File: src/hdl/b64d_pkg.sv
// ----------------------------------------------------------------------------
// b64d_pkg
// Types, constants and the character classifier for the base64url decoder.
// ----------------------------------------------------------------------------
package b64d_pkg;

  // front/back queue
  localparam int QDEPTH = 2;
  localparam int QIDX_W = (QDEPTH > 1) ? $clog2(QDEPTH) : 1;
  localparam int QCNT_W = $clog2(QDEPTH + 1);

  localparam int CNT_W = 17;
  localparam logic [CNT_W-1:0] COUNT_MAX = 17'h1FFFF;

  localparam logic [5:0] LOWER_OFS  = 6'd26;
  localparam logic [5:0] DIGIT_OFS  = 6'd52;
  localparam logic [5:0] DASH_VAL   = 6'd62;
  localparam logic [5:0] USCORE_VAL = 6'd63;

  typedef enum logic [2:0] {
    ST_OK        = 3'd0,
    ST_BAD_LEN   = 3'd1,
    ST_TOO_SMALL = 3'd2,
    ST_BAD_CHAR  = 3'd3,
    ST_NONCANON  = 3'd4
  } status_e;

  // classified character as it travels from front to back
  typedef struct packed {
    logic [5:0] sextet;
    logic       bad;
    logic       last;
  } char_cls_t;

  typedef struct packed {
    logic      push;
    char_cls_t entry;
  } q_wr_t;

  typedef struct packed {
    logic      valid;
    char_cls_t entry;
  } q_rd_t;

  // map a raw character to its sextet; outside the alphabet reads as 0, bad
  function automatic char_cls_t classify(input logic [7:0] ch, input logic last);
    char_cls_t r;
    logic [7:0] d;
    r.last   = last;
    r.bad    = 1'b0;
    r.sextet = '0;
    if (ch >= 8'h41 && ch <= 8'h5A) begin
      d = ch - 8'h41;
      r.sextet = d[5:0];
    end else if (ch >= 8'h61 && ch <= 8'h7A) begin
      d = ch - 8'h61;
      r.sextet = d[5:0] + LOWER_OFS;
    end else if (ch >= 8'h30 && ch <= 8'h39) begin
      d = ch - 8'h30;
      r.sextet = d[5:0] + DIGIT_OFS;
    end else if (ch == 8'h2D) begin
      r.sextet = DASH_VAL;
    end else if (ch == 8'h5F) begin
      r.sextet = USCORE_VAL;
    end else begin
      r.bad = 1'b1;
    end
    return r;
  endfunction

endpackage

File: src/hdl/b64d_if.sv
// ----------------------------------------------------------------------------
// b64d_if
// Valid/ready channels of the base64url decoder: input, result, register.
// ----------------------------------------------------------------------------
interface b64d_in_if;
  logic       valid;
  logic       ready;
  logic [7:0] char_code;
  logic       last_char;

  modport source (output valid, output char_code, output last_char, input ready);
  modport sink   (input valid, input char_code, input last_char, output ready);
endinterface

interface b64d_out_if;
  logic        valid;
  logic        ready;
  logic [7:0]  data_byte;
  logic        byte_valid;
  logic        end_of_message;
  logic [2:0]  status;
  logic [15:0] decoded_total;

  modport source (output valid, output data_byte, output byte_valid,
                  output end_of_message, output status, output decoded_total,
                  input ready);
  modport sink   (input valid, input data_byte, input byte_valid,
                  input end_of_message, input status, input decoded_total,
                  output ready);
endinterface

interface b64d_cfg_if;
  logic        valid;
  logic        ready;
  logic [15:0] byte_limit;

  modport source (output valid, output byte_limit, input ready);
  modport sink   (input valid, input byte_limit, output ready);
endinterface

File: src/hdl/b64d_queue.sv
// ----------------------------------------------------------------------------
// b64d_queue
// Short FIFO of classified characters between front and back.
// ----------------------------------------------------------------------------
module b64d_queue (
  input  logic              clk_i,
  input  logic              rst_ni,
  input  b64d_pkg::q_wr_t   wr_i,
  output logic              full_o,
  output b64d_pkg::q_rd_t   rd_o,
  input  logic              pop_i
);
  import b64d_pkg::*;

  char_cls_t          mem_q [QDEPTH];
  logic [QIDX_W-1:0]  wr_ptr_q, wr_ptr_d;
  logic [QIDX_W-1:0]  rd_ptr_q, rd_ptr_d;
  logic [QCNT_W-1:0]  cnt_q, cnt_d;
  logic               do_push, do_pop;

  assign full_o  = (cnt_q == QCNT_W'(QDEPTH));
  assign do_push = wr_i.push && !full_o;
  assign do_pop  = pop_i && (cnt_q != '0);

  assign rd_o.valid = (cnt_q != '0);
  assign rd_o.entry = mem_q[rd_ptr_q];

  always_comb begin
    wr_ptr_d = wr_ptr_q;
    rd_ptr_d = rd_ptr_q;
    cnt_d    = cnt_q;
    if (do_push) begin
      wr_ptr_d = (wr_ptr_q == QIDX_W'(QDEPTH - 1)) ? '0 : wr_ptr_q + 1'b1;
    end
    if (do_pop) begin
      rd_ptr_d = (rd_ptr_q == QIDX_W'(QDEPTH - 1)) ? '0 : rd_ptr_q + 1'b1;
    end
    if (do_push && !do_pop) begin
      cnt_d = cnt_q + 1'b1;
    end else if (do_pop && !do_push) begin
      cnt_d = cnt_q - 1'b1;
    end
  end

  always_ff @(posedge clk_i or negedge rst_ni) begin
    if (!rst_ni) begin
      wr_ptr_q <= '0;
      rd_ptr_q <= '0;
      cnt_q    <= '0;
    end else begin
      wr_ptr_q <= wr_ptr_d;
      rd_ptr_q <= rd_ptr_d;
      cnt_q    <= cnt_d;
    end
  end

  always_ff @(posedge clk_i) begin
    if (do_push) begin
      mem_q[wr_ptr_q] <= wr_i.entry;
    end
  end

endmodule

File: src/hdl/b64d_front.sv
// ----------------------------------------------------------------------------
// b64d_front
// Accepts characters, maps them to sextets and pushes them into the queue.
// ----------------------------------------------------------------------------
module b64d_front (
  b64d_in_if.sink          in_i,
  input  logic             full_i,
  output b64d_pkg::q_wr_t  wr_o
);
  import b64d_pkg::*;

  assign in_i.ready = !full_i;
  assign wr_o.push  = in_i.valid && !full_i;
  assign wr_o.entry = classify(in_i.char_code, in_i.last_char);

endmodule

File: src/hdl/b64d_back.sv
// ----------------------------------------------------------------------------
// b64d_back
// Group tracking, byte assembly, end-of-message status and the result register.
// ----------------------------------------------------------------------------
module b64d_back (
  input  logic             clk_i,
  input  logic             rst_ni,
  input  b64d_pkg::q_rd_t  rd_i,
  output logic             pop_o,
  input  logic [15:0]      limit_i,
  b64d_out_if.source       out_o
);
  import b64d_pkg::*;

  logic [1:0]       pos_q, pos_d;
  logic [5:0]       prev_q, prev_d;
  logic [CNT_W-1:0] cnt_q, cnt_d;
  logic             bad_q, bad_d;

  logic             ovalid_q, ovalid_d;
  logic [7:0]       obyte_q;
  logic             obv_q;
  logic             oeom_q;
  status_e          ostat_q;
  logic [15:0]      otot_q;

  logic             take;
  logic [5:0]       v;
  logic [7:0]       byte_val;
  logic             bv;
  logic [CNT_W-1:0] cnt_inc;
  logic             bad_n;
  logic             emit;
  status_e          stat;
  logic [15:0]      total;

  // next entry moves on when the result register is free or draining
  assign take  = rd_i.valid && (!ovalid_q || out_o.ready);
  assign pop_o = take;
  assign v     = rd_i.entry.sextet;

  always_comb begin
    bv = 1'b1;
    case (pos_q)
      2'd1:    byte_val = {prev_q, v[5:4]};
      2'd2:    byte_val = {prev_q[3:0], v[5:2]};
      2'd3:    byte_val = {prev_q[1:0], v};
      default: begin
        byte_val = '0;
        bv       = 1'b0;
      end
    endcase
  end

  assign cnt_inc = (bv && cnt_q != COUNT_MAX) ? cnt_q + 1'b1 : cnt_q;
  assign bad_n   = bad_q | rd_i.entry.bad;
  assign emit    = rd_i.entry.last || bv;

  always_comb begin
    stat = ST_OK;
    if (rd_i.entry.last) begin
      if (pos_q == 2'd0) begin
        stat = ST_BAD_LEN;
      end else if (cnt_inc > {1'b0, limit_i}) begin
        stat = ST_TOO_SMALL;
      end else if (bad_n) begin
        stat = ST_BAD_CHAR;
      end else if ((pos_q == 2'd1 && v[3:0] != 4'd0) ||
                   (pos_q == 2'd2 && v[1:0] != 2'd0)) begin
        stat = ST_NONCANON;
      end
    end
  end

  assign total = (rd_i.entry.last && stat == ST_OK) ? cnt_inc[15:0] : 16'd0;

  always_comb begin
    pos_d    = pos_q;
    prev_d   = prev_q;
    cnt_d    = cnt_q;
    bad_d    = bad_q;
    ovalid_d = ovalid_q;
    if (take) begin
      ovalid_d = emit;
      if (rd_i.entry.last) begin
        pos_d  = '0;
        prev_d = '0;
        cnt_d  = '0;
        bad_d  = 1'b0;
      end else begin
        pos_d  = pos_q + 2'd1;
        prev_d = v;
        cnt_d  = cnt_inc;
        bad_d  = bad_n;
      end
    end else if (out_o.ready) begin
      ovalid_d = 1'b0;
    end
  end

  always_ff @(posedge clk_i or negedge rst_ni) begin
    if (!rst_ni) begin
      pos_q    <= '0;
      prev_q   <= '0;
      cnt_q    <= '0;
      bad_q    <= 1'b0;
      ovalid_q <= 1'b0;
    end else begin
      pos_q    <= pos_d;
      prev_q   <= prev_d;
      cnt_q    <= cnt_d;
      bad_q    <= bad_d;
      ovalid_q <= ovalid_d;
    end
  end

  always_ff @(posedge clk_i) begin
    if (take) begin
      obyte_q <= byte_val;
      obv_q   <= bv;
      oeom_q  <= rd_i.entry.last;
      ostat_q <= stat;
      otot_q  <= total;
    end
  end

  assign out_o.valid          = ovalid_q;
  assign out_o.data_byte      = obyte_q;
  assign out_o.byte_valid     = obv_q;
  assign out_o.end_of_message = oeom_q;
  assign out_o.status         = ostat_q;
  assign out_o.decoded_total  = otot_q;

endmodule

File: src/hdl/base64url_decoder_no_padding.sv
// ----------------------------------------------------------------------------
// base64url_decoder_no_padding
// Streaming base64url decoder, no padding, one character per word.
// ----------------------------------------------------------------------------
//  channel  dir  payload                                   accepted when
//  in_i     in   char_code, last_char                      valid && ready
//  out_o    out  data_byte, byte_valid, end_of_message,    valid && ready
//                status, decoded_total
//  cfg_i    in   byte_limit                                valid && ready
//
//  One character per cycle sustained while out_o does not stall. An accepted
//  word is written into the two-entry front/back queue and is decoded on its
//  way from there into the result register. The queue full flag alone sets
//  in_i.ready; out_o stalls back up through the result register into the
//  queue.
//  Reset clears group state and loads byte_limit with 65535. cfg_i is always
//  ready.
// ----------------------------------------------------------------------------
module base64url_decoder_no_padding (
  input  logic        clk_i,
  input  logic        rst_ni,
  b64d_in_if.sink     in_i,
  b64d_out_if.source  out_o,
  b64d_cfg_if.sink    cfg_i
);
  import b64d_pkg::*;

  q_wr_t       q_wr;
  q_rd_t       q_rd;
  logic        q_full;
  logic        q_pop;
  logic [15:0] limit_q;

  assign cfg_i.ready = 1'b1;

  always_ff @(posedge clk_i or negedge rst_ni) begin
    if (!rst_ni) begin
      limit_q <= 16'hFFFF;
    end else if (cfg_i.valid) begin
      limit_q <= cfg_i.byte_limit;
    end
  end

  b64d_front u_front (
    .in_i   (in_i),
    .full_i (q_full),
    .wr_o   (q_wr)
  );

  b64d_queue u_queue (
    .clk_i  (clk_i),
    .rst_ni (rst_ni),
    .wr_i   (q_wr),
    .full_o (q_full),
    .rd_o   (q_rd),
    .pop_i  (q_pop)
  );

  b64d_back u_back (
    .clk_i   (clk_i),
    .rst_ni  (rst_ni),
    .rd_i    (q_rd),
    .pop_o   (q_pop),
    .limit_i (limit_q),
    .out_o   (out_o)
  );

  // mid-group results always carry a byte and no end status
  a_mid_result: assert property (@(posedge clk_i) disable iff (!rst_ni)
    out_o.valid && !out_o.end_of_message |->
      out_o.byte_valid && out_o.status == ST_OK && out_o.decoded_total == 16'd0)
    else $error("mid-message result without byte or with status");

  // a word without a byte can only be an end with zero data
  a_no_byte: assert property (@(posedge clk_i) disable iff (!rst_ni)
    out_o.valid && !out_o.byte_valid |->
      out_o.end_of_message && out_o.data_byte == 8'd0)
    else $error("byteless result that is not an end of message");

  // a clean end has decoded at least one byte
  a_ok_total: assert property (@(posedge clk_i) disable iff (!rst_ni)
    out_o.valid && out_o.end_of_message && out_o.status == ST_OK |->
      out_o.decoded_total != 16'd0 && out_o.byte_valid)
    else $error("ok end of message with zero total");

endmodule
File: src/flat_wrapper.sv
// flat-port wrapper written by rule: the top's interface ports become plain ports
module base64url_decoder_no_padding_flat import b64d_pkg::*;
  (clk_i, rst_ni, in_i_valid, in_i_char_code, in_i_last_char, in_i_ready, out_o_valid, out_o_data_byte, out_o_byte_valid, out_o_end_of_message, out_o_status, out_o_decoded_total, out_o_ready, cfg_i_valid, cfg_i_byte_limit, cfg_i_ready);
  b64d_in_if in_i_i ();
  b64d_out_if out_o_i ();
  b64d_cfg_if cfg_i_i ();
  input  logic clk_i;
  input  logic rst_ni;
  input wire logic [$bits(in_i_i.valid)-1:0] in_i_valid;
  input wire logic [$bits(in_i_i.char_code)-1:0] in_i_char_code;
  input wire logic [$bits(in_i_i.last_char)-1:0] in_i_last_char;
  output wire logic [$bits(in_i_i.ready)-1:0] in_i_ready;
  output wire logic [$bits(out_o_i.valid)-1:0] out_o_valid;
  output wire logic [$bits(out_o_i.data_byte)-1:0] out_o_data_byte;
  output wire logic [$bits(out_o_i.byte_valid)-1:0] out_o_byte_valid;
  output wire logic [$bits(out_o_i.end_of_message)-1:0] out_o_end_of_message;
  output wire logic [$bits(out_o_i.status)-1:0] out_o_status;
  output wire logic [$bits(out_o_i.decoded_total)-1:0] out_o_decoded_total;
  input wire logic [$bits(out_o_i.ready)-1:0] out_o_ready;
  input wire logic [$bits(cfg_i_i.valid)-1:0] cfg_i_valid;
  input wire logic [$bits(cfg_i_i.byte_limit)-1:0] cfg_i_byte_limit;
  output wire logic [$bits(cfg_i_i.ready)-1:0] cfg_i_ready;
  assign in_i_i.valid = in_i_valid;
  assign in_i_i.char_code = in_i_char_code;
  assign in_i_i.last_char = in_i_last_char;
  assign in_i_ready = in_i_i.ready;
  assign out_o_valid = out_o_i.valid;
  assign out_o_data_byte = out_o_i.data_byte;
  assign out_o_byte_valid = out_o_i.byte_valid;
  assign out_o_end_of_message = out_o_i.end_of_message;
  assign out_o_status = out_o_i.status;
  assign out_o_decoded_total = out_o_i.decoded_total;
  assign out_o_i.ready = out_o_ready;
  assign cfg_i_i.valid = cfg_i_valid;
  assign cfg_i_i.byte_limit = cfg_i_byte_limit;
  assign cfg_i_ready = cfg_i_i.ready;
  base64url_decoder_no_padding u_core (.clk_i(clk_i), .rst_ni(rst_ni), .in_i(in_i_i), .out_o(out_o_i), .cfg_i(cfg_i_i));
endmodule
File: config.mk
export PLATFORM = sky130hd
export DESIGN_NAME = base64url_decoder_no_padding_flat
export DESIGN_NICKNAME = d
export VERILOG_FILES = /design/src/hdl/b64d_pkg.sv /design/src/hdl/b64d_if.sv /design/src/hdl/b64d_queue.sv /design/src/hdl/b64d_front.sv /design/src/hdl/b64d_back.sv /design/src/hdl/base64url_decoder_no_padding.sv /design/src/flat_wrapper.sv
export SDC_FILE = /design/constraint.sdc
export NUM_CORES = 1
export LEC_CHECK = 0
export BUFFER_PORTS_ARGS = -buffer_cell sky130_fd_sc_hd__buf_2
export CORE_MARGIN = 2
export CORE_UTILIZATION = 26
export DETAILED_ROUTE_END_ITERATION = 7
export HOLD_SLACK_MARGIN = 0.1
export MAX_ROUTING_LAYER = met4
export PLACE_DENSITY = 0.54
export SKIP_LAST_GASP = 1
export SYNTH_ARGS = -nofsm -noshare
export SYNTH_HDL_FRONTEND = slang
export SYNTH_SLANG_ARGS = --single-unit
File: constraint.sdc
create_clock -name clk_i -period 7 [get_ports clk_i]
set_input_delay 1.05 -clock clk_i [delete_from_list [all_inputs] [get_ports clk_i]]
set_output_delay 1.05 -clock clk_i [all_outputs]
set_load 0.02 [all_outputs]
== After elaboration in Yosys (flattened, before gate mapping) ==
Memories as Yosys holds them, arrays and structs flattened.
Index checks and enable logic that the tools add are counted.

* Add/sub/neg operators: 11
* Magnitude comparators: 7
* Equal/unequal tests: 7
* Muxes and demuxes: 30
* Bitwise gates (word level): 1
* Reduce and logical (&&, ||, !) cells: 28

{| class="wikitable"
|+ Operators with widths
! kind !! number
|-
| 6-bit two-way mux || 6
|-
| 17-bit two-way mux || 2
|-
| 8-bit case mux with 3 select lines || 1
|-
| 17-bit by 1-bit adder with 17-bit output (second input constant) || 1
|-
| 17-bit by 16-bit greater-than comparator with 1-bit output || 1
|-
| 17-bit inequality test (second input constant) || 1
|-
| 8-bit by 7-bit >= comparator with 1-bit output (second input constant) || 2
|-
| 8-bit by 7-bit <= comparator with 1-bit output (second input constant) || 2
|-
| 3-bit two-way mux || 5
|-
| 1-bit logical AND || 13
|-
| 1-bit two-way mux || 13
|-
| 6-bit subtractor (second input constant) || 2
|-
| 8-bit by 6-bit equality test with 1-bit output (second input constant) || 1
|-
| 8-bit by 7-bit equality test with 1-bit output (second input constant) || 1
|-
| 8-bit by 6-bit >= comparator with 1-bit output (second input constant) || 1
|-
| 8-bit by 6-bit <= comparator with 1-bit output (second input constant) || 1
|-
| 2-bit nonzero test || 4
|-
| 6-bit by 5-bit adder with 6-bit output (second input constant) || 1
|-
| 6-bit adder (second input constant) || 1
|-
| 2-bit equality test (second input constant) || 3
|-
| 2-bit two-way mux || 3
|-
| 6-bit by 1-bit subtractor with 6-bit output (second input constant) || 1
|-
| 2-bit by 1-bit adder with 2-bit output (second input constant) || 2
|-
| 1-bit logical NOT || 4
|-
| 9 further kinds || 12
|}

* Bits in registers: 76
* RAM bits: 16
* Input port bits: 30
* Output and inout bits: 32
* Logic and storage cells: 99
* Memories: 1

{| class="wikitable"
|+ Memory list
! name !! words !! width !! rd ports !! clocked after Yosys merged registers in !! write ports !! RTL line !! text
|-
| u_core.u_queue.mem_q || 2 || 8 || 1 || 0 || 1 || b64d_queue.sv:15 || <nowiki>char_cls_t mem_q [QDEPTH];</nowiki>
|}

== Longest topological paths before layout ==
Gate-level depths: netlist (run 1).

* Depth after elaboration: 11
* Depth in mapped cells: 18
* Gate-level depth less buffers: 16

== By module ==
From an unflattened synthesis (run 1), not the netlist that was laid out.

* Cells, all modules: 472
* Area, all modules: 5301.3 um^2

{| class="wikitable"
|+ Modules (own cells, without submodules)
! module !! instances !! cells an instance !! area each (um^2) !! seq. area each (um^2)
|-
| b64d_back || 1 || 312 || 3254.4 || 1546.5
|-
| b64d_queue || 1 || 44 || 785.8 || 580.6
|-
| base64url_decoder_no_padding || 1 || 36 || 680.7 || 420.4
|-
| b64d_front || 1 || 80 || 580.6 || 0.0
|}

== Least setup slack after synthesis (run 1) ==
Ideal clock, no wire load.

* Kind: register to register
* Start point: register u_core.u_back.cnt_q[5]
* End point: register u_core.u_back.otot_q[12] (netlist: u_core.u_back.out_o.decoded_total[12]), data pin
* Setup time: 273 ps
* Arrival: 3846 ps
* Data required time: 6727 ps
* Slack: 2880 ps
* Cell stages (with the launch flop): 19
* Buffers on the path: 2
* Clock period less this slack: 4120 ps
* Cells stage by stage: dfrtp_1 -> and3_1 -> and3_1 -> clkbuf_1 -> nand2_1 -> nor3_1 -> ha_1 -> nor2_2 -> and4_1 -> nand4_1 -> xor2_1 -> inv_1 -> ha_1 -> nand3_1 -> a2111oi_4 -> a21bo_2 -> o221ai_4 -> buf_6 -> nor3_2

* Longest elaborated chain between the ends: 9
* Elaborated cells on any way between the ends: 10
* Classes of those cells: add/sub (1); order compare (1); eq/ne (1); mux (4); reduce/logical (3)

{| class="wikitable"
|+ RTL lines
! element !! RTL line !! text
|-
| start, declared || b64d_back.sv:17 || <nowiki>logic [CNT_W-1:0] cnt_q, cnt_d;</nowiki>
|-
| start signal, assigned || b64d_back.sv:111 || <nowiki>cnt_q <= cnt_d;</nowiki>
|-
| branches (longest 2 deep; another with 17-bit by 1-bit adder with 17-bit output) || n/a ||
|-
| 17-bit two-way mux (*) || b64d_back.sv:55 || <nowiki>assign cnt_inc = (bv && cnt_q != COUNT_MAX) ? cnt_q + 1'b1 : cnt_q;</nowiki>
|-
| net u_core.u_back.cnt_inc[15] || b64d_back.sv:31 || <nowiki>logic [CNT_W-1:0] cnt_inc;</nowiki>
|-
| 17-bit by 16-bit greater-than comparator with 1-bit output (*) || b64d_back.sv:64 || <nowiki>end else if (cnt_inc > {1'b0, limit_i}) begin</nowiki>
|-
| 3-bit two-way mux (*) || b64d_back.sv:64 ||
|-
| 3-bit two-way mux (*) || b64d_back.sv:62 || <nowiki>if (pos_q == 2'd0) begin</nowiki>
|-
| 3-bit two-way mux (*) || b64d_back.sv:61 || <nowiki>if (rd_i.entry.last) begin</nowiki>
|-
| 3-bit logical NOT (*) || b64d_back.sv:75 || <nowiki>assign total = (rd_i.entry.last && stat == ST_OK) ? cnt_inc[15:0] : 16'd0;</nowiki>
|-
| 1-bit logical AND (*) || b64d_back.sv:75 ||
|-
| end signal, assigned || b64d_back.sv:123 || <nowiki>otot_q <= total;</nowiki>
|-
| end, declared || b64d_back.sv:25 || <nowiki>logic [15:0] otot_q;</nowiki>
|}

Mark *: on every way through the listed nets, which the timed path passes.
A chain may end at the register's enable or synchronous reset.

== Worst setup path after layout (run 1) ==
* Start point: register u_core.u_back.cnt_q[5]
* End point: register u_core.u_back.otot_q[4] (netlist: u_core.u_back.out_o.decoded_total[4]), data pin

The elaborated chain is that of the path after synthesis.

==> results of run 1 <==
## layout make-up
class	instances	area [um2]
well taps	265	332
repair buffers	64	330
flip-flops and latches	92	2550
inverters	39	146
multi-input cells	345	2340
clock buffers	11	243
clock inverters	5	83.8
fillers	2023	13400
## routing by layer
metal / global-route usage, % / vias to the layer above / share of wire (%)
li1: - / 1890 / -
met1: 16.8 / 1831 / 49
met2: 17.7 / 107 / 44
met3: 2.62 / 13 / 5.1
met4: 4.80 / 0 / 1.8
met5: - / - / 0
## report_power, final
group / leakage [nW] / switching (W) / total [W] / internal, W
logic: 1.34 / 0.000487 / 0.000700 / 0.000213
registers: 1.03 / 0.0000769 / 0.000823 / 0.000746
clock network: 0.152 / 0.000205 / 0.000529 / 0.000324
total: 2.51 / 0.000769 / 0.00205 / 0.00128
## state kept, by name (all words and copies together) (netlist names)
register and flops:
u_core.u_back.out_o.status 3, u_core.u_queue.cnt_q 2, u_core.u_back.bad_q 1, u_core.u_back.out_o.valid 1, u_core.u_back.out_o.end_of_message 1, u_core.limit_q 16
u_core.u_back.cnt_q 17, u_core.u_back.pos_q 2, u_core.u_back.out_o.data_byte 8, u_core.u_queue.wr_ptr_q 1, u_core.u_queue.rd_ptr_q 1, u_core.u_back.prev_q 6
u_core.u_back.out_o.decoded_total 16, u_core.u_queue.mem_q 16, u_core.u_back.out_o.byte_valid 1
## how the worst max path moves through the flow
| stage | to | slack [ps] | cells past startpoint |
|---|---|---|---|
| after floorplan | u_core.u_back.out_o.decoded_total[12] | 2880 | 18 |
| after global placement | u_core.u_back.out_o.decoded_total[15] | 2430 | 16 |
| after detailed placement | u_core.u_back.out_o.decoded_total[11] | 2280 | 16 |
| after CTS | u_core.u_back.out_o.decoded_total[11] | 2260 | 16 |
| after global routing | u_core.u_back.out_o.decoded_total[4] | 1960 | 16 |
| final | u_core.u_back.out_o.decoded_total[4] | 2270 | 16 |
## cells by family after synthesis
group	after synthesis
mux	12
flops	92
buf+inv	62
fa+ha+maj	32
compound gates	107
simple gates	170
other cells	1
xor+xnor	23
## critical path, cell delays in order, from the launching register on
cell and delay, ps:
dfrtp_1 450, and3_1 230, and3_1 270, nand2_1 100
nor3_1 50, ha_1 240, nor2_2 420, and4_1 360
nand4_1 130, xor2_1 310, inv_1 80, ha_1 300
nand3_1 140, a2111oi_4 330, a21bo_2 280, o221ai_4 600
nor3b_1 130
## through the flow
stage               utilization (%)  instances
floorplan                         -        499
global placement               29.4        805
detailed placement             29.4        805
CTS                            31.1        821
global route                   31.1        821
finish                         31.1        821
## cell usage in the layout, fill, tap and decap left out, drive strengths merged, types with 2 or more instances in the layout
cell and count:
a222oi 8, ha 32, xor2 10, xnor2 13, o31ai 5, nor3b 6
nor2 29, clkbuf 11, nand2 67, nand3 10, nand4 14, a31oi 2
mux2 9, o22ai 2, clkinvlp 2, inv 40, nor2b 4, buf 64
a2111oi 3, or2 2, and3 7, mux2i 3, a31o 2, a211oi 2
a21oi 14, a21o 4, bufinv 2, and4 3, nand2b 4, edfxtp 45
dfrtp 31, dfstp 16, o21ai 49, and2 2, nand4b 2, nor3 19
o21a 2
==> results.json, run 1 <==
{
  "antenna_found_initial": 0,
  "finalMaxSlewViolations": 0,
  "synthTopCellsByCount": "nand2_1, o21ai_0, edfxtp_1",
  "postCtsSetupRepairBufs": 0,
  "synth_area_mm2": 0.00513,
  "status": "completed",
  "clock-root-buffer": "clkbuf_16",
  "ys_seq_area_share_pct": 49.6,
  "worst_slew_pin_slew_ps": 880,
  "syn-mean-instance-area_um2": 10.3,
  "io_pins": 62,
  "finalHoldViolCount": 0,
  "start_util_pct": 26.5,
  "worst_hold_startpoint": "u_core.u_back.prev_q[5]",
  "fp.coreArea_mm2": 0.0194,
  "wl_per_cell_um": 14.3,
  "synth_fp_nets": 561,
  "cts_resized": 0,
  "cts_max_path_buffers": 2,
  "place_ws_ps": 2280,
  "grt_usage_pct": 12.3,
  "synth_area_leaders": "edfxtp_1, dfrtp_1, dfstp_2",
  "yosys_warnings": 0,
  "worstSetupEndpointType": "flop",
  "htree_levels": 3,
  "yosysTopAreaCellShare_pct": 26.3,
  "place_area_mm2": 0.00570,
  "syn_to_final_growth_pct": 17.4,
  "initialDrtViolationCount": 282,
  "viasPerCell": 4.68,
  "finalPower_w": 0.00205,
  "cts_tree": "done",
  "place.gp.congestion": 0.881,
  "synth-edff-count": 45,
  "holdWs_ps": 489,
  "detail-route-antenna-nets": 0,
  "ys.flop_type": "edfxtp_1",
  "grt_max_degree": 48,
  "yosysUniqueCellTypes": 57,
  "setup_viol": 0,
  "reg2reg_depth": 16,
  "grt_pass1_wl_um": 19100,
  "synth_compound_area_share_pct": 14.4,
  "grt_overflow": 0,
  "routed_wl_um": 11800,
  "maxCapViolations": 0,
  "muxShareOfSynthArea_pct": 2.56,
  "worst-setup-path-type": "flop to flop",
  "ctsHoldBuffers": 0,
  "period_needed_ps": 4730,
  "die_h_um": 145,
  "slew_headroom_pct": 41.1,
  "hold_path_end": "u_core.u_back.prev_q[5]",
  "cts_sinks": 92,
  "drcViolationCount": 0,
  "fin_ws_ps": 2270,
  "yosys.area.top_type": "edfxtp_1",
  "worst_ep_required_time_ps": 7070,
  "start_kind": "flop",
  "power_density_mw_per_mm2": 340,
  "clkTransAtPathRegs_ps": 60,
  "synth-xor-area-share_pct": 3.92,
  "rsz0062_at_grt": "no",
  "layout.nets": 613,
  "async_flop_share_pct": 51.1,
  "cp_data_arrival_time_ps": 4800,
  "clk_latency_ps": 350,
  "fin_crit_sh_pct": 67.6,
  "fmax_mhz": 211,
  "netlist_instances": 499,
  "drt_first_pass_iters": 5,
  "place_hpwl_um": 8680,
  "yosysMostFrequentCell": "nand2_1",
  "die_w_um": 145,
  "leakage_nw": 2.51,
  "vias": 3841,
  "numPortBuffers": 60,
  "vdd_drop_max_uv": 135,
  "hold_depth": 2,
  "min-delay-path-class": "flop to flop",
  "cts_buffers": 9,
  "diodes": 0,
  "yosys.area_share.simple_pct": 16.8,
  "tns_ps": 0,
  "dieArea_mm2": 0.0209,
  "fin_area_mm2": 0.00603,
  "r2r-end": "u_core.u_back.out_o.decoded_total[4]",
  "crit_path_start": "u_core.u_back.cnt_q[5]",
  "ff2ff_setup_slack_ps": 2270,
  "synth_adder_area_share_pct": 7.80,
  "ys_ff_latch": 92,
  "drive_gt1_share_pct": 22.5,
  "placementRows": 51,
  "synth_top_family_by_area": "simple AND/OR/NAND/NOR gates",
  "finClkSkew_ps": 6.59,
  "grt_pass1_vias": 3705,
  "reg2reg_from": "u_core.u_back.cnt_q[5]",
  "path_max_fanout": 18
}
Power figures use the tool's default switching activity.
==> run 2: changes to the inputs <==
--- a/config.mk
+++ b/config.mk
@@ -11,7 +11,7 @@
 export DETAILED_ROUTE_END_ITERATION = 7
 export HOLD_SLACK_MARGIN = 0.1
 export MAX_ROUTING_LAYER = met4
-export PLACE_DENSITY = 0.54
+export PLACE_DENSITY = 0.55
 export SKIP_LAST_GASP = 1
 export SYNTH_ARGS = -nofsm -noshare
 export SYNTH_HDL_FRONTEND = slang
==> constraint.sdc (replaced) <==
create_clock -name clk_i -period 3.92 [get_ports clk_i]
set_input_delay 0.588 -clock clk_i [delete_from_list [all_inputs] [get_ports clk_i]]
set_output_delay 0.588 -clock clk_i [all_outputs]
set_load 0.02 [all_outputs]
==> run 2 against run 1 <==
Compared with the run above:
- the flow now finishes with violations (design-rule violations)
- sequential share of layout area fell by 3.1 points
- first-iteration DRC count rose by 21%
- worst setup slack got worse by 2200 ps
- sequential cell count did not move
- utilization rose by 2.5 points
- register-to-register slack got worse by 2200 ps
- sequential power rose by 79%
- routed wire length rose by 8.8%
- global-route usage fell by 0.053 points
- critical path type unchanged
- critical endpoint is now u_core.u_back.out_o.decoded_total[10]
- largest cell class unchanged
==> results.json, run 2 (synthesis gave the netlist of run 1 again) <==
{
  "worst-setup-path-type": "flop to flop",
  "numPortBuffers": 60,
  "path_max_fanout": 5,
  "tns_ps": 0,
  "clk_latency_ps": 350,
  "drive_gt1_share_pct": 32.3,
  "htree_levels": 3,
  "fin_crit_sh_pct": 99.4,
  "leakage_nw": 2.71,
  "worst_ep_required_time_ps": 4010,
  "syn_to_final_growth_pct": 26.7,
  "status": "finished with violations",
  "fin_ws_ps": 25.3,
  "layout.nets": 646,
  "path_cells": "and3_4 -> and3_4 -> nand2_2 -> nor3_2 -> ha_2 -> nor2_4 -> buf_12 -> nand4_1 -> nor2_1 -> xnor2_1 -> inv_1 -> ha_4 -> nand4_1 -> nor3_2 -> a2111oi_4 -> o221ai_4 -> clkbuf_16 -> nor3b_2",
  "die_h_um": 145,
  "drcViolationCount": 1,
  "grt_overflow": 0,
  "grt_usage_pct": 12.2,
  "detail-route-antenna-nets": 0,
  "initialDrtViolationCount": 340,
  "vdd_drop_max_uv": 269,
  "place_hpwl_um": 8800,
  "grt_pass1_vias": 3826,
  "cp_data_arrival_time_ps": 3980,
  "finalMaxSlewViolations": 0,
  "placementRows": 51,
  "setup_viol": 0,
  "cts_max_path_buffers": 2,
  "period_needed_ps": 3890,
  "top_register": "u_core.u_back.cnt_q",
  "vias": 4026,
  "power_density_mw_per_mm2": 588,
  "holdWs_ps": 327,
  "worst_slew_pin_slew_ps": 692,
  "clkTransAtPathRegs_ps": 70,
  "finClkSkew_ps": 6.25,
  "antenna_found_initial": 0,
  "place_ws_ps": 10.2,
  "cts_sinks": 92,
  "maxCapViolations": 0,
  "largest_register_ffs": 17,
  "layout_commonest_cell": "nand2_1",
  "place.gp.congestion": 0.911,
  "viasPerCell": 4.71,
  "min-delay-path-class": "primary input to async pin",
  "routed_wl_um": 12800,
  "cts_tree": "done",
  "cts_buffers": 9,
  "io_pins": 62,
  "slew_headroom_pct": 53.7,
  "violations": "design-rule violations",
  "slowest_delay_ps": 410,
  "fp.coreArea_mm2": 0.0194,
  "drt_first_pass_iters": 8,
  "clock-root-buffer": "clkbuf_16",
  "grt_max_degree": 48,
  "diodes": 0,
  "rsz0062_at_grt": "yes",
  "fmax_mhz": 257,
  "die_w_um": 145,
  "finalHoldViolCount": 0,
  "grt_pass1_wl_um": 19500,
  "start_util_pct": 26.5,
  "final_cell_mix": "nand2_1, buf_2, o21ai_0",
  "start_kind": "flop",
  "worstSetupEndpointType": "flop",
  "dieArea_mm2": 0.0209,
  "wl_per_cell_um": 15.0,
  "cp_slowest_cell": "dfrtp_1"
}
## run 2: final cells by class
cell class                 count  area (um2)
timing repair buffer          97         642
multi-input combinational    345        2550
clock buffer                  11         254
sequential                    92        2550
inverter                      39         146
tap                          265         332
fill                        1991       12900
clock inverter                 5        32.5
## run 2: power by group
part | total (W) | leakage (nW) | internal [W] | switching [W]
clock | 0.000841 | 0.141 | 0.000469 | 0.000372
sequential | 0.00147 | 1.02 | 0.00133 | 0.000134
combinational | 0.00152 | 1.55 | 0.000549 | 0.000971
## run 2: metrics by stage
| step | cell area [um2] | utilization (%) | power, W | cells |
|---|---|---|---|---|
| finish | 6500 | 33.5 | 0.00383 | 854 |
| CTS | 6140 | 31.6 | 0.00367 | 837 |
| global placement | 5850 | 30.1 | 0.00279 | 821 |
| global route | 6500 | 33.5 | 0.00404 | 854 |
| floorplan | 5150 | - | 0.00234 | 499 |
| detailed placement | 5850 | 30.1 | 0.00282 | 821 |
## run 2: final timing paths
| kind | endpoint | slack [ps] | startpoint | cells past startpoint |
|---|---|---|---|---|
| worst max-delay path | u_core.u_back.out_o.decoded_total[10] | 30 | u_core.u_back.cnt_q[7] | 18 |
| worst min-delay path | u_core.u_back.cnt_q[8] | 330 | rst_ni | 2 |
| worst max register to register | u_core.u_back.out_o.decoded_total[10] | 30 | u_core.u_back.cnt_q[7] | 18 |
| worst min register to register | u_core.u_back.bad_q | 490 | u_core.u_back.bad_q | 2 |
| max in group asynchronous | u_core.u_back.cnt_q[0] | 3110 | rst_ni | 2 |
| min in group clk_i | u_core.u_queue.mem_q[0][0] | 440 | in_i_last_char | 1 |
## run 2: timing repair
action / in CTS / in global routing
cloned: 0 / 3
setup buffers: 0 / 15
endpoints found under the setup margin: 1 / 18
hold buffers: 0 / 0
resized for setup: 1 / 34
pin swaps: 0 / 18
## run 2: critical path: cells and delay by family (launching register included)
| family | cells | cell delay, ps |
|---|---|---|
| simple gates | 10 | 1500 |
| fa+ha+maj | 2 | 540 |
| buf+inv | 3 | 490 |
| compound gates | 2 | 440 |
| flops | 1 | 410 |
| xor+xnor | 1 | 240 |
## run 2: routing by layer
| metal | part of all wire (%) | track usage (%) | up-vias |
|---|---|---|---|
| met5 | 0 | - | - |
| met4 | 1.5 | 4.09 | 0 |
| met3 | 4.0 | 2.02 | 14 |
| met2 | 46 | 17.9 | 119 |
| met1 | 48 | 17.2 | 1935 |
| li1 | - | - | 1958 |
